### src/hw/rtl/u8dec_pkg.sv
// Package for the lenient UTF-8 decoder: the job passed from front to back,
// byte masks and the lead-byte classifier.
// No dependencies.
package u8dec_pkg;

  localparam int unsigned CpW     = 21;
  localparam int unsigned JobSlot = 4;

  localparam logic [7:0] LEAD2_MASK = 8'hE0;
  localparam logic [7:0] LEAD2_VAL  = 8'hC0;
  localparam logic [7:0] LEAD3_MASK = 8'hF0;
  localparam logic [7:0] LEAD3_VAL  = 8'hE0;
  localparam logic [7:0] LEAD4_MASK = 8'hF8;
  localparam logic [7:0] LEAD4_VAL  = 8'hF0;
  localparam logic [7:0] CONT_MASK  = 8'hC0;
  localparam logic [7:0] CONT_VAL   = 8'h80;

  localparam logic [CpW-1:0] SUPP_LO = 21'h010000;
  localparam logic [CpW-1:0] SUPP_HI = 21'h10FFFF;

  localparam logic [2:0] LEN_NONE = 3'd0;
  localparam logic [2:0] LEN_2    = 3'd2;
  localparam logic [2:0] LEN_3    = 3'd3;
  localparam logic [2:0] LEN_4    = 3'd4;

  localparam logic [1:0] UNITS_ONE = 2'd1;
  localparam logic [1:0] UNITS_TWO = 2'd2;

  // one byte's worth of results: a decoded code point, or up to four single bytes
  typedef struct packed {
    logic                     decoded;
    logic [CpW-1:0]           cp;
    logic [2:0]               used;
    logic [JobSlot-1:0][7:0]  bytes;
    logic [2:0]               cnt;
    logic                     eos;
  } job_t;

  function automatic logic [2:0] lead_length(input logic [7:0] b);
    logic [2:0] len;
    len = LEN_NONE;
    if ((b & LEAD2_MASK) == LEAD2_VAL) len = LEN_2;
    else if ((b & LEAD3_MASK) == LEAD3_VAL) len = LEN_3;
    else if ((b & LEAD4_MASK) == LEAD4_VAL) len = LEN_4;
    return len;
  endfunction

endpackage

### src/hw/rtl/u8dec_in_if.sv
// Input channel of the UTF-8 decoder: one raw byte and its end-of-string mark.
// Depends on nothing.
interface u8dec_in_if;
  logic       valid;
  logic       ready;
  logic [7:0] byte_in;
  logic       end_of_string;

  modport source (output valid, output byte_in, output end_of_string, input ready);
  modport sink   (input valid, input byte_in, input end_of_string, output ready);
endinterface

### src/hw/rtl/u8dec_out_if.sv
// Result channel of the UTF-8 decoder: one code point word per handshake.
// Depends on nothing.
interface u8dec_out_if;
  logic        valid;
  logic        ready;
  logic [20:0] code_point;
  logic [1:0]  utf16_units;
  logic        raw_fallback;
  logic [2:0]  bytes_used;
  logic        last_of_run;
  logic        string_done;

  modport source (output valid, output code_point, output utf16_units,
                  output raw_fallback, output bytes_used, output last_of_run,
                  output string_done, input ready);
  modport sink   (input valid, input code_point, input utf16_units,
                  input raw_fallback, input bytes_used, input last_of_run,
                  input string_done, output ready);
endinterface

### src/hw/rtl/u8dec_front.sv
// Front of the UTF-8 decoder: holds the open sequence and turns the bytes
// into jobs for the back. Depends on u8dec_pkg and u8dec_in_if.
module u8dec_front (
  input  logic           clk,
  input  logic           rst_n,
  u8dec_in_if.sink       in_ch,
  output logic           job_valid,
  input  logic           job_ready,
  output u8dec_pkg::job_t job
);
  import u8dec_pkg::*;

  logic [7:0] held_r   [3];
  logic [7:0] held_nxt [3];
  logic [1:0] hc_r, hc_nxt;
  logic [2:0] exp_r, exp_nxt;

  logic [7:0] b;
  logic       eos;
  logic       is_cont;
  logic [2:0] len_b;
  logic       fresh_emit;
  logic       complete;
  logic       accept;

  assign b          = in_ch.byte_in;
  assign eos        = in_ch.end_of_string;
  assign is_cont    = (b & CONT_MASK) == CONT_VAL;
  assign len_b      = lead_length(b);
  assign fresh_emit = (len_b == LEN_NONE) || eos;
  assign complete   = (hc_r != 2'd0) && is_cont && (({1'b0, hc_r} + 3'd1) == exp_r);
  assign accept     = in_ch.valid && job_ready;

  assign in_ch.ready = job_ready;
  assign job_valid   = in_ch.valid && (job.cnt != 3'd0);

  // assemble the code point from the held lead and continuations
  always_comb begin
    case (exp_r)
      LEN_2:   job.cp = {10'd0, held_r[0][4:0], b[5:0]};
      LEN_3:   job.cp = {5'd0, held_r[0][3:0], held_r[1][5:0], b[5:0]};
      default: job.cp = {held_r[0][2:0], held_r[1][5:0], held_r[2][5:0], b[5:0]};
    endcase
  end

  // flush slots: held bytes first, then the new byte
  always_comb begin
    for (int k = 0; k < JobSlot; k++) begin
      job.bytes[k] = (k < 3 && 2'(k) < hc_r) ? held_r[k < 3 ? k : 0] : b;
    end
  end

  // classify the byte and update the open sequence
  always_comb begin
    job.decoded = 1'b0;
    job.used    = exp_r;
    job.cnt     = 3'd0;
    job.eos     = eos;
    held_nxt    = held_r;
    hc_nxt      = hc_r;
    exp_nxt     = exp_r;
    if (hc_r != 2'd0) begin
      if (is_cont) begin
        priority if (complete) begin
          job.decoded = 1'b1;
          job.cnt     = 3'd1;
          hc_nxt      = 2'd0;
          exp_nxt     = LEN_NONE;
        end else if (eos || hc_r == 2'd3) begin
          job.cnt = {1'b0, hc_r} + 3'd1;
          hc_nxt  = 2'd0;
          exp_nxt = LEN_NONE;
        end else begin
          held_nxt[hc_r] = b;
          hc_nxt         = hc_r + 2'd1;
        end
      end else begin
        job.cnt = {1'b0, hc_r} + {2'd0, fresh_emit};
        if (fresh_emit) begin
          hc_nxt  = 2'd0;
          exp_nxt = LEN_NONE;
        end else begin
          held_nxt[0] = b;
          hc_nxt      = 2'd1;
          exp_nxt     = len_b;
        end
      end
    end else begin
      job.cnt = {2'd0, fresh_emit};
      if (!fresh_emit) begin
        held_nxt[0] = b;
        hc_nxt      = 2'd1;
        exp_nxt     = len_b;
      end
    end
  end

  // held bytes are payload, count and length are control
  always_ff @(posedge clk) begin
    if (accept) begin
      held_r <= held_nxt;
    end
  end

  always_ff @(posedge clk) begin
    if (!rst_n) begin
      hc_r  <= 2'd0;
      exp_r <= LEN_NONE;
    end else if (accept) begin
      hc_r  <= hc_nxt;
      exp_r <= exp_nxt;
    end
  end

  a_open_seq_short: assert property (@(posedge clk) disable iff (!rst_n)
    (hc_r != 2'd0) |-> ((exp_r == LEN_2 || exp_r == LEN_3 || exp_r == LEN_4)
                        && ({1'b0, hc_r} < exp_r)))
    else $error("open sequence longer than its lead byte allows");

  a_idle_no_len: assert property (@(posedge clk) disable iff (!rst_n)
    (hc_r == 2'd0) |-> (exp_r == LEN_NONE))
    else $error("expected length kept with nothing held");

  a_job_count: assert property (@(posedge clk) disable iff (!rst_n)
    job_valid |-> (job.cnt <= 3'd4 && (!job.decoded || job.cnt == 3'd1)))
    else $error("job result count out of range");

  a_eos_flushes: assert property (@(posedge clk) disable iff (!rst_n)
    (accept && eos) |=> (hc_r == 2'd0))
    else $error("sequence left open after end of string");

endmodule

### src/hw/rtl/u8dec_queue.sv
// Short job queue between the decoder front and back.
// Depends on u8dec_pkg.
module u8dec_queue #(
  parameter int unsigned DEPTH = 4
) (
  input  logic            clk,
  input  logic            rst_n,
  input  logic            push_valid,
  output logic            push_ready,
  input  u8dec_pkg::job_t push_job,
  output logic            pop_valid,
  input  logic            pop_ready,
  output u8dec_pkg::job_t pop_job
);
  import u8dec_pkg::*;

  localparam int unsigned AW = (DEPTH > 1) ? $clog2(DEPTH) : 1;
  localparam int unsigned CW = $clog2(DEPTH + 1);

  job_t          mem_r [DEPTH];
  logic [AW-1:0] wr_ptr_r, rd_ptr_r;
  logic [CW-1:0] count_r;
  logic          push, pop;

  assign push_ready = count_r != CW'(DEPTH);
  assign pop_valid  = count_r != '0;
  assign push       = push_valid && push_ready;
  assign pop        = pop_valid && pop_ready;
  assign pop_job    = mem_r[rd_ptr_r];

  // storage
  always_ff @(posedge clk) begin
    if (push) begin
      mem_r[wr_ptr_r] <= push_job;
    end
  end

  // pointers and fill count
  always_ff @(posedge clk) begin
    if (!rst_n) begin
      wr_ptr_r <= '0;
      rd_ptr_r <= '0;
      count_r  <= '0;
    end else begin
      if (push) begin
        wr_ptr_r <= (wr_ptr_r == AW'(DEPTH - 1)) ? '0 : wr_ptr_r + AW'(1);
      end
      if (pop) begin
        rd_ptr_r <= (rd_ptr_r == AW'(DEPTH - 1)) ? '0 : rd_ptr_r + AW'(1);
      end
      count_r <= count_r + CW'(push) - CW'(pop);
    end
  end

  a_count_bound: assert property (@(posedge clk) disable iff (!rst_n)
    count_r <= CW'(DEPTH))
    else $error("queue fill count above depth");

  a_count_track: assert property (@(posedge clk) disable iff (!rst_n)
    $past(rst_n) |-> (count_r == $past(count_r) + CW'($past(push)) - CW'($past(pop))))
    else $error("queue fill count does not follow push and pop");

  a_ptr_gap: assert property (@(posedge clk) disable iff (!rst_n)
    (count_r == '0) |-> (wr_ptr_r == rd_ptr_r))
    else $error("empty queue with pointers apart");

endmodule

### src/hw/rtl/u8dec_back.sv
// Back of the UTF-8 decoder (u8dec_pkg, u8dec_out_if): steps through
// each job, registering a result word per cycle while out_ch is ready.
module u8dec_back (
  input  logic            clk,
  input  logic            rst_n,
  input  logic            job_valid,
  output logic            job_ready,
  input  u8dec_pkg::job_t job,
  u8dec_out_if.source     out_ch
);
  import u8dec_pkg::*;

  logic [1:0]     idx_r;
  logic           out_valid_r;
  logic [CpW-1:0] cp_r;
  logic [1:0]     units_r;
  logic           raw_r;
  logic [2:0]     used_r;
  logic           last_r;
  logic           done_r;

  logic [7:0]     sel_byte;
  logic [CpW-1:0] cp_nxt;
  logic [1:0]     units_nxt;
  logic           raw_nxt;
  logic [2:0]     used_nxt;
  logic           last_nxt;
  logic           load;

  assign load      = job_valid && (!out_valid_r || out_ch.ready);
  assign job_ready = load && last_nxt;
  assign sel_byte  = job.bytes[idx_r];

  // pick the result word for the current slot
  always_comb begin
    if (job.decoded) begin
      cp_nxt   = job.cp;
      raw_nxt  = 1'b0;
      used_nxt = job.used;
      last_nxt = 1'b1;
    end else begin
      cp_nxt   = {13'd0, sel_byte};
      raw_nxt  = sel_byte[7];
      used_nxt = 3'd1;
      last_nxt = ({1'b0, idx_r} + 3'd1) == job.cnt;
    end
    units_nxt = (cp_nxt >= SUPP_LO && cp_nxt <= SUPP_HI) ? UNITS_TWO : UNITS_ONE;
  end

  // output word register
  always_ff @(posedge clk) begin
    if (load) begin
      cp_r    <= cp_nxt;
      units_r <= units_nxt;
      raw_r   <= raw_nxt;
      used_r  <= used_nxt;
      last_r  <= last_nxt;
      done_r  <= last_nxt && job.eos;
    end
  end

  // slot index and output valid
  always_ff @(posedge clk) begin
    if (!rst_n) begin
      idx_r       <= 2'd0;
      out_valid_r <= 1'b0;
    end else begin
      if (load) begin
        idx_r <= last_nxt ? 2'd0 : idx_r + 2'd1;
      end
      if (load) begin
        out_valid_r <= 1'b1;
      end else if (out_ch.ready) begin
        out_valid_r <= 1'b0;
      end
    end
  end

  assign out_ch.valid        = out_valid_r;
  assign out_ch.code_point   = cp_r;
  assign out_ch.utf16_units  = units_r;
  assign out_ch.raw_fallback = raw_r;
  assign out_ch.bytes_used   = used_r;
  assign out_ch.last_of_run  = last_r;
  assign out_ch.string_done  = done_r;

  a_idx_in_job: assert property (@(posedge clk) disable iff (!rst_n)
    (job_valid && !job.decoded) |-> ({1'b0, idx_r} < job.cnt))
    else $error("slot index past the end of the job");

  a_decoded_fresh: assert property (@(posedge clk) disable iff (!rst_n)
    (job_valid && job.decoded) |-> (idx_r == 2'd0))
    else $error("decoded job entered mid-run");

  a_done_last: assert property (@(posedge clk) disable iff (!rst_n)
    (out_valid_r && done_r) |-> last_r)
    else $error("string end flagged on a word that is not last of its run");

  a_raw_single: assert property (@(posedge clk) disable iff (!rst_n)
    (out_valid_r && raw_r) |-> (used_r == 3'd1 && units_r == UNITS_ONE))
    else $error("raw fallback word with more than one byte");

endmodule

### src/hw/rtl/utf8_lenient_decoder_core.sv
// Top level of the lenient UTF-8 decoder: front, job queue and back.
// Depends on u8dec_pkg, u8dec_in_if, u8dec_out_if and the u8dec_* modules.
//
//  channel  | direction | words
//  in_ch    | in        | byte_in, end_of_string
//  out_ch   | out       | code_point, utf16_units, raw_fallback, bytes_used,
//           |           | last_of_run, string_done
//
// One byte is taken per cycle while the job queue has room; the front
// classifies it in that cycle. The back sends one result word per cycle while
// out_ch is ready, so a byte that flushes a held sequence yields up to four
// words, absorbed by the QUEUE_DEPTH-entry queue. A byte's job is written into
// the queue when the byte is taken; its words are then registered in the back.
// Reset (synchronous, active low) drops the open sequence and all queued
// words. Either side may stall without losing or repeating words.
module utf8_lenient_decoder_core #(
  parameter int unsigned QUEUE_DEPTH = 4
) (
  input  logic        clk,
  input  logic        rst_n,
  u8dec_in_if.sink    in_ch,
  u8dec_out_if.source out_ch
);
  import u8dec_pkg::*;

  logic push_valid, push_ready;
  logic pop_valid, pop_ready;
  job_t push_job, pop_job;

  // byte classification and sequence state
  u8dec_front u_front (
    .clk       (clk),
    .rst_n     (rst_n),
    .in_ch     (in_ch),
    .job_valid (push_valid),
    .job_ready (push_ready),
    .job       (push_job)
  );

  // decoupling queue
  u8dec_queue #(
    .DEPTH (QUEUE_DEPTH)
  ) u_queue (
    .clk        (clk),
    .rst_n      (rst_n),
    .push_valid (push_valid),
    .push_ready (push_ready),
    .push_job   (push_job),
    .pop_valid  (pop_valid),
    .pop_ready  (pop_ready),
    .pop_job    (pop_job)
  );

  // result serializer
  u8dec_back u_back (
    .clk       (clk),
    .rst_n     (rst_n),
    .job_valid (pop_valid),
    .job_ready (pop_ready),
    .job       (pop_job),
    .out_ch    (out_ch)
  );

endmodule
### src/flat_wrapper.sv
// flat-port wrapper written by rule: the top's interface ports become plain ports
module utf8_lenient_decoder_core_flat import u8dec_pkg::*;
#(
  parameter int unsigned QUEUE_DEPTH = 4
)
  (clk, rst_n, in_ch_valid, in_ch_byte_in, in_ch_end_of_string, in_ch_ready, out_ch_valid, out_ch_code_point, out_ch_utf16_units, out_ch_raw_fallback, out_ch_bytes_used, out_ch_last_of_run, out_ch_string_done, out_ch_ready);
  u8dec_in_if in_ch_i ();
  u8dec_out_if out_ch_i ();
  input  logic clk;
  input  logic rst_n;
  input wire logic [$bits(in_ch_i.valid)-1:0] in_ch_valid;
  input wire logic [$bits(in_ch_i.byte_in)-1:0] in_ch_byte_in;
  input wire logic [$bits(in_ch_i.end_of_string)-1:0] in_ch_end_of_string;
  output wire logic [$bits(in_ch_i.ready)-1:0] in_ch_ready;
  output wire logic [$bits(out_ch_i.valid)-1:0] out_ch_valid;
  output wire logic [$bits(out_ch_i.code_point)-1:0] out_ch_code_point;
  output wire logic [$bits(out_ch_i.utf16_units)-1:0] out_ch_utf16_units;
  output wire logic [$bits(out_ch_i.raw_fallback)-1:0] out_ch_raw_fallback;
  output wire logic [$bits(out_ch_i.bytes_used)-1:0] out_ch_bytes_used;
  output wire logic [$bits(out_ch_i.last_of_run)-1:0] out_ch_last_of_run;
  output wire logic [$bits(out_ch_i.string_done)-1:0] out_ch_string_done;
  input wire logic [$bits(out_ch_i.ready)-1:0] out_ch_ready;
  assign in_ch_i.valid = in_ch_valid;
  assign in_ch_i.byte_in = in_ch_byte_in;
  assign in_ch_i.end_of_string = in_ch_end_of_string;
  assign in_ch_ready = in_ch_i.ready;
  assign out_ch_valid = out_ch_i.valid;
  assign out_ch_code_point = out_ch_i.code_point;
  assign out_ch_utf16_units = out_ch_i.utf16_units;
  assign out_ch_raw_fallback = out_ch_i.raw_fallback;
  assign out_ch_bytes_used = out_ch_i.bytes_used;
  assign out_ch_last_of_run = out_ch_i.last_of_run;
  assign out_ch_string_done = out_ch_i.string_done;
  assign out_ch_i.ready = out_ch_ready;
  utf8_lenient_decoder_core #(.QUEUE_DEPTH(QUEUE_DEPTH)) u_core (.clk(clk), .rst_n(rst_n), .in_ch(in_ch_i), .out_ch(out_ch_i));
endmodule
### config.mk
export PLATFORM = sky130hd
export DESIGN_NAME = utf8_lenient_decoder_core_flat
export DESIGN_NICKNAME = d
export VERILOG_FILES = /design/src/hw/rtl/u8dec_pkg.sv /design/src/hw/rtl/u8dec_in_if.sv /design/src/hw/rtl/u8dec_out_if.sv /design/src/hw/rtl/u8dec_front.sv /design/src/hw/rtl/u8dec_queue.sv /design/src/hw/rtl/u8dec_back.sv /design/src/hw/rtl/utf8_lenient_decoder_core.sv /design/src/flat_wrapper.sv
export SDC_FILE = /design/constraint.sdc
export NUM_CORES = 1
export LEC_CHECK = 0
export BUFFER_PORTS_ARGS = -buffer_cell sky130_fd_sc_hd__buf_2
export CAP_MARGIN = 15
export CORE_AREA = 4 4 152 154
export DETAILED_ROUTE_END_ITERATION = 8
export DIE_AREA = 0 0 156 158
export GPL_ROUTABILITY_DRIVEN = 0
export PLACE_DENSITY = 0.74
export SYNTH_ARGS = -nofsm -noshare
export SYNTH_HDL_FRONTEND = slang
export SYNTH_SLANG_ARGS = --single-unit
### constraint.sdc
create_clock -name clk -period 8.9 [get_ports clk]
set_clock_uncertainty 0.15 [all_clocks]
set_input_delay 0.89 -clock clk [delete_from_list [all_inputs] [get_ports clk]]
set_output_delay 0.89 -clock clk [all_outputs]
set_load 0.005 [all_outputs]
==> run metrics <==
outcome complete, no violations; Routed Antenna Nets 0; commonest non-fill, non-tap cells in the layout 273 x edfxtp_1, 54 x mux4_2, 43 x buf_2; 1st-iter DRT viols 421; RSZ-0062 raised after global routing false; Mapped Cells 642; crit path max fanout 13; Netlist cell types 45; via count 5,844; Buffers on Ports 43; clk root buf clkbuf_16; syn_nets 671; worst path bufs/invs 2; CP max stage cell dfxtp_1; hpwl dp 13.6 mm; Routed WL per cell 22.4 um; drt pass-1 iters 5; Post-Place Worst Slack 4.13 ns; CTS buffer count 29; Final Max Slew Viols 0; EDFF count, synth 273; num rows 54; total clock sinks 290; All-Layer GR Usage 18.4%; final period utilization 52.8%; Synth-to-Final Area Change 12.9%; layout cells sized above 1 26.3%; top post-synthesis cells by area edfxtp_1 70%, mux4_2 10%, dfxtp_1 2.9%; post-route cell area 13,300 um2; CP max stage delay 0.74 ns; nets@finish 723; Leakage 4.43 nW; fin util 61.3%; cts hold-fix bufs 0; CP Capture Type register; Congestion Overflow GR 0; antenna violations before repair 0; die area 24,600 um2; clock tree buffer depth 3; worst path arrival time 4.97 ns; DRC violations left 0; worst skew pair latency 0.53 ns; Core Region 21,700 um2; Die H 158 um; WL final 22.3 mm; Seq cells post-synth 290; post-CTS sizing 0; Final Setup Violations 0; Startpoint Class register; Post-Syn Area 11,800 um2; clock-pin transition on the worst setup and hold timing paths 0.06 ns; initial core utilization 54.3%; Avg Vias per Cell 5.87; most common cell after layout, fill and taps aside edfxtp_1; Slew HR 38.0%; critical path data required time 9.17 ns; Post-DP Area 12,300 um2; kind of critical path register to register; largest net degree at the start of global routing 60; worst slew pin tran 0.930 ns; CP top delay family adder cells; Die Wd 156 um; Cells after DPL 943; H-tree depth 1; HP Class register to register; Syn Area/Cell 18.3 um2; n_diodes 0; Ys Warns 0; area share of the largest cell type after synthesis 69.7%; asr flop ratio synth 0%; CTS tree done; cell chain of the critical path ha_1, xor2_1, or3_1, a32oi_1, nor3_1, a311oi_4, ha_1, inv_1, ha_1, inv_1, fa_1, xnor2_1, xnor2_1, and2_1; maximum VDD drop 0.138 mV; Worst R2R Setup Slack 4.20 ns; Worst Slack Setup Final 4.20 ns; final cell count without fillers 995; most frequent CP cell ha_1; max cap viols 0; Post-synth top flop edfxtp_1; Final min period 4.70 ns; global-route wire length before repair 35.2 mm; final count of hold timing violations 0; Synth area leader edfxtp_1; power density over the cells 284 nW/um2; Post-CTS Setup Inserts 0; fmax 213 MHz; Setup TNS Final 0 ns; # IOs 44; number of global-route vias before repair 6,255; post-synthesis sequential area ratio 72.6%
## through the flow
stage | total power [W] | hold slack [ns]
after global routing | 0.00395 | 0.406
final | 0.00378 | 0.352
after CTS | 0.00382 | 0.350
after global placement | 0.00255 | 0.309
after detailed placement | 0.00258 | 0.325
after floorplan | 0.00232 | 0.304
## cell families (layout without fill, tap and decap cells)
logic type | after synthesis | after routing | share of synthesized area [%]
XOR/XNOR | 11 | 11 | 0.819
adder cells (fa/ha/maj) | 16 | 16 | 1.77
buffers and inverters | 43 | 116 | 1.50
AND/OR/NAND/NOR | 117 | 117 | 5.05
AO/OA/AOI/OAI | 66 | 66 | 3.83
multiplexers | 99 | 99 | 14.5
flip-flops | 290 | 290 | 72.6
## cell type report
class,count,area (um2)
flip-flops and latches,290,8540
inverters,11,41.3
fillers,1487,8400
repair buffers,53,290
multi-input cells,309,3080
clock buffers,36,752
clock inverters,16,230
well taps,280,350
## synth_stat cells (all sizes together), types with 2 or more instances
library cell and count:
mux2i 15, a22o 5, buf 16, and2 30, a211o 2, nand2b 9, xor2 5, mux4 54
a21oi 15, nor2 11, nor3 7, o21ai 16, clkbuf 16, inv 11, xnor2 6, a21boi 2
edfxtp 273, a311oi 2, nor2b 10, mux2 30, nand2 42, a21o 3, ha 15, o31ai 6
dfxtp 17, o22ai 7
## flip-flops by register name (all words and copies together), names as in the netlist, named ones only
| signal | cells |
|---|---|
| u_core.u_queue.mem_r | 220 |
| u_core.u_back.out_ch.code_point | 21 |
| u_core.u_front.held_r | 8 |
| u_core.u_back.out_ch.bytes_used | 3 |
| u_core.u_front.exp_r | 3 |
| u_core.u_queue.count_r | 3 |
| u_core.u_back.idx_r | 2 |
| u_core.u_back.out_ch.utf16_units | 2 |
| u_core.u_front.hc_r | 2 |
| u_core.u_queue.rd_ptr_r | 2 |
| u_core.u_queue.wr_ptr_r | 2 |
| u_core.u_back.out_ch.last_of_run | 1 |
| u_core.u_back.out_ch.raw_fallback | 1 |
| u_core.u_back.out_ch.string_done | 1 |
| u_core.u_back.out_ch.valid | 1 |
## routing by layer
layer  global-route usage [%]  wire length, um  vias up
li1                         -                -     2646
met1                     24.3             9150     3005
met2                     32.3            11500      162
met3                     2.84             1230       31
met4                     4.88              393        0
met5                        0                0        -
## tightest hold or removal path: cells and delay by family (launching register included)
kind	cells	cell delay, ns
compound gates	1	0.07
flops	1	0.32
simple gates	1	0.05
## report_power, final
part	total (W)	internal (W)	switching, W
Clock	0.00124	0.000769	0.000473
Combinational	0.000723	0.000326	0.000398
Sequential	0.00181	0.00173	0.0000789
Total	0.00378	0.00283	0.000949
## final timing paths
path,from,endpoint,cells after the start
worst min-delay path,u_core.u_back.out_ch.valid,u_core.u_back.out_ch.valid,2
worst max register to register,u_core.u_front.hc_r[1],u_core.u_queue.count_r[2],14
worst min register to register,u_core.u_back.out_ch.valid,u_core.u_back.out_ch.valid,2
worst max-delay path,u_core.u_front.hc_r[1],u_core.u_queue.count_r[2],14
No activity file was read; power rests on OpenSTA's default activity.
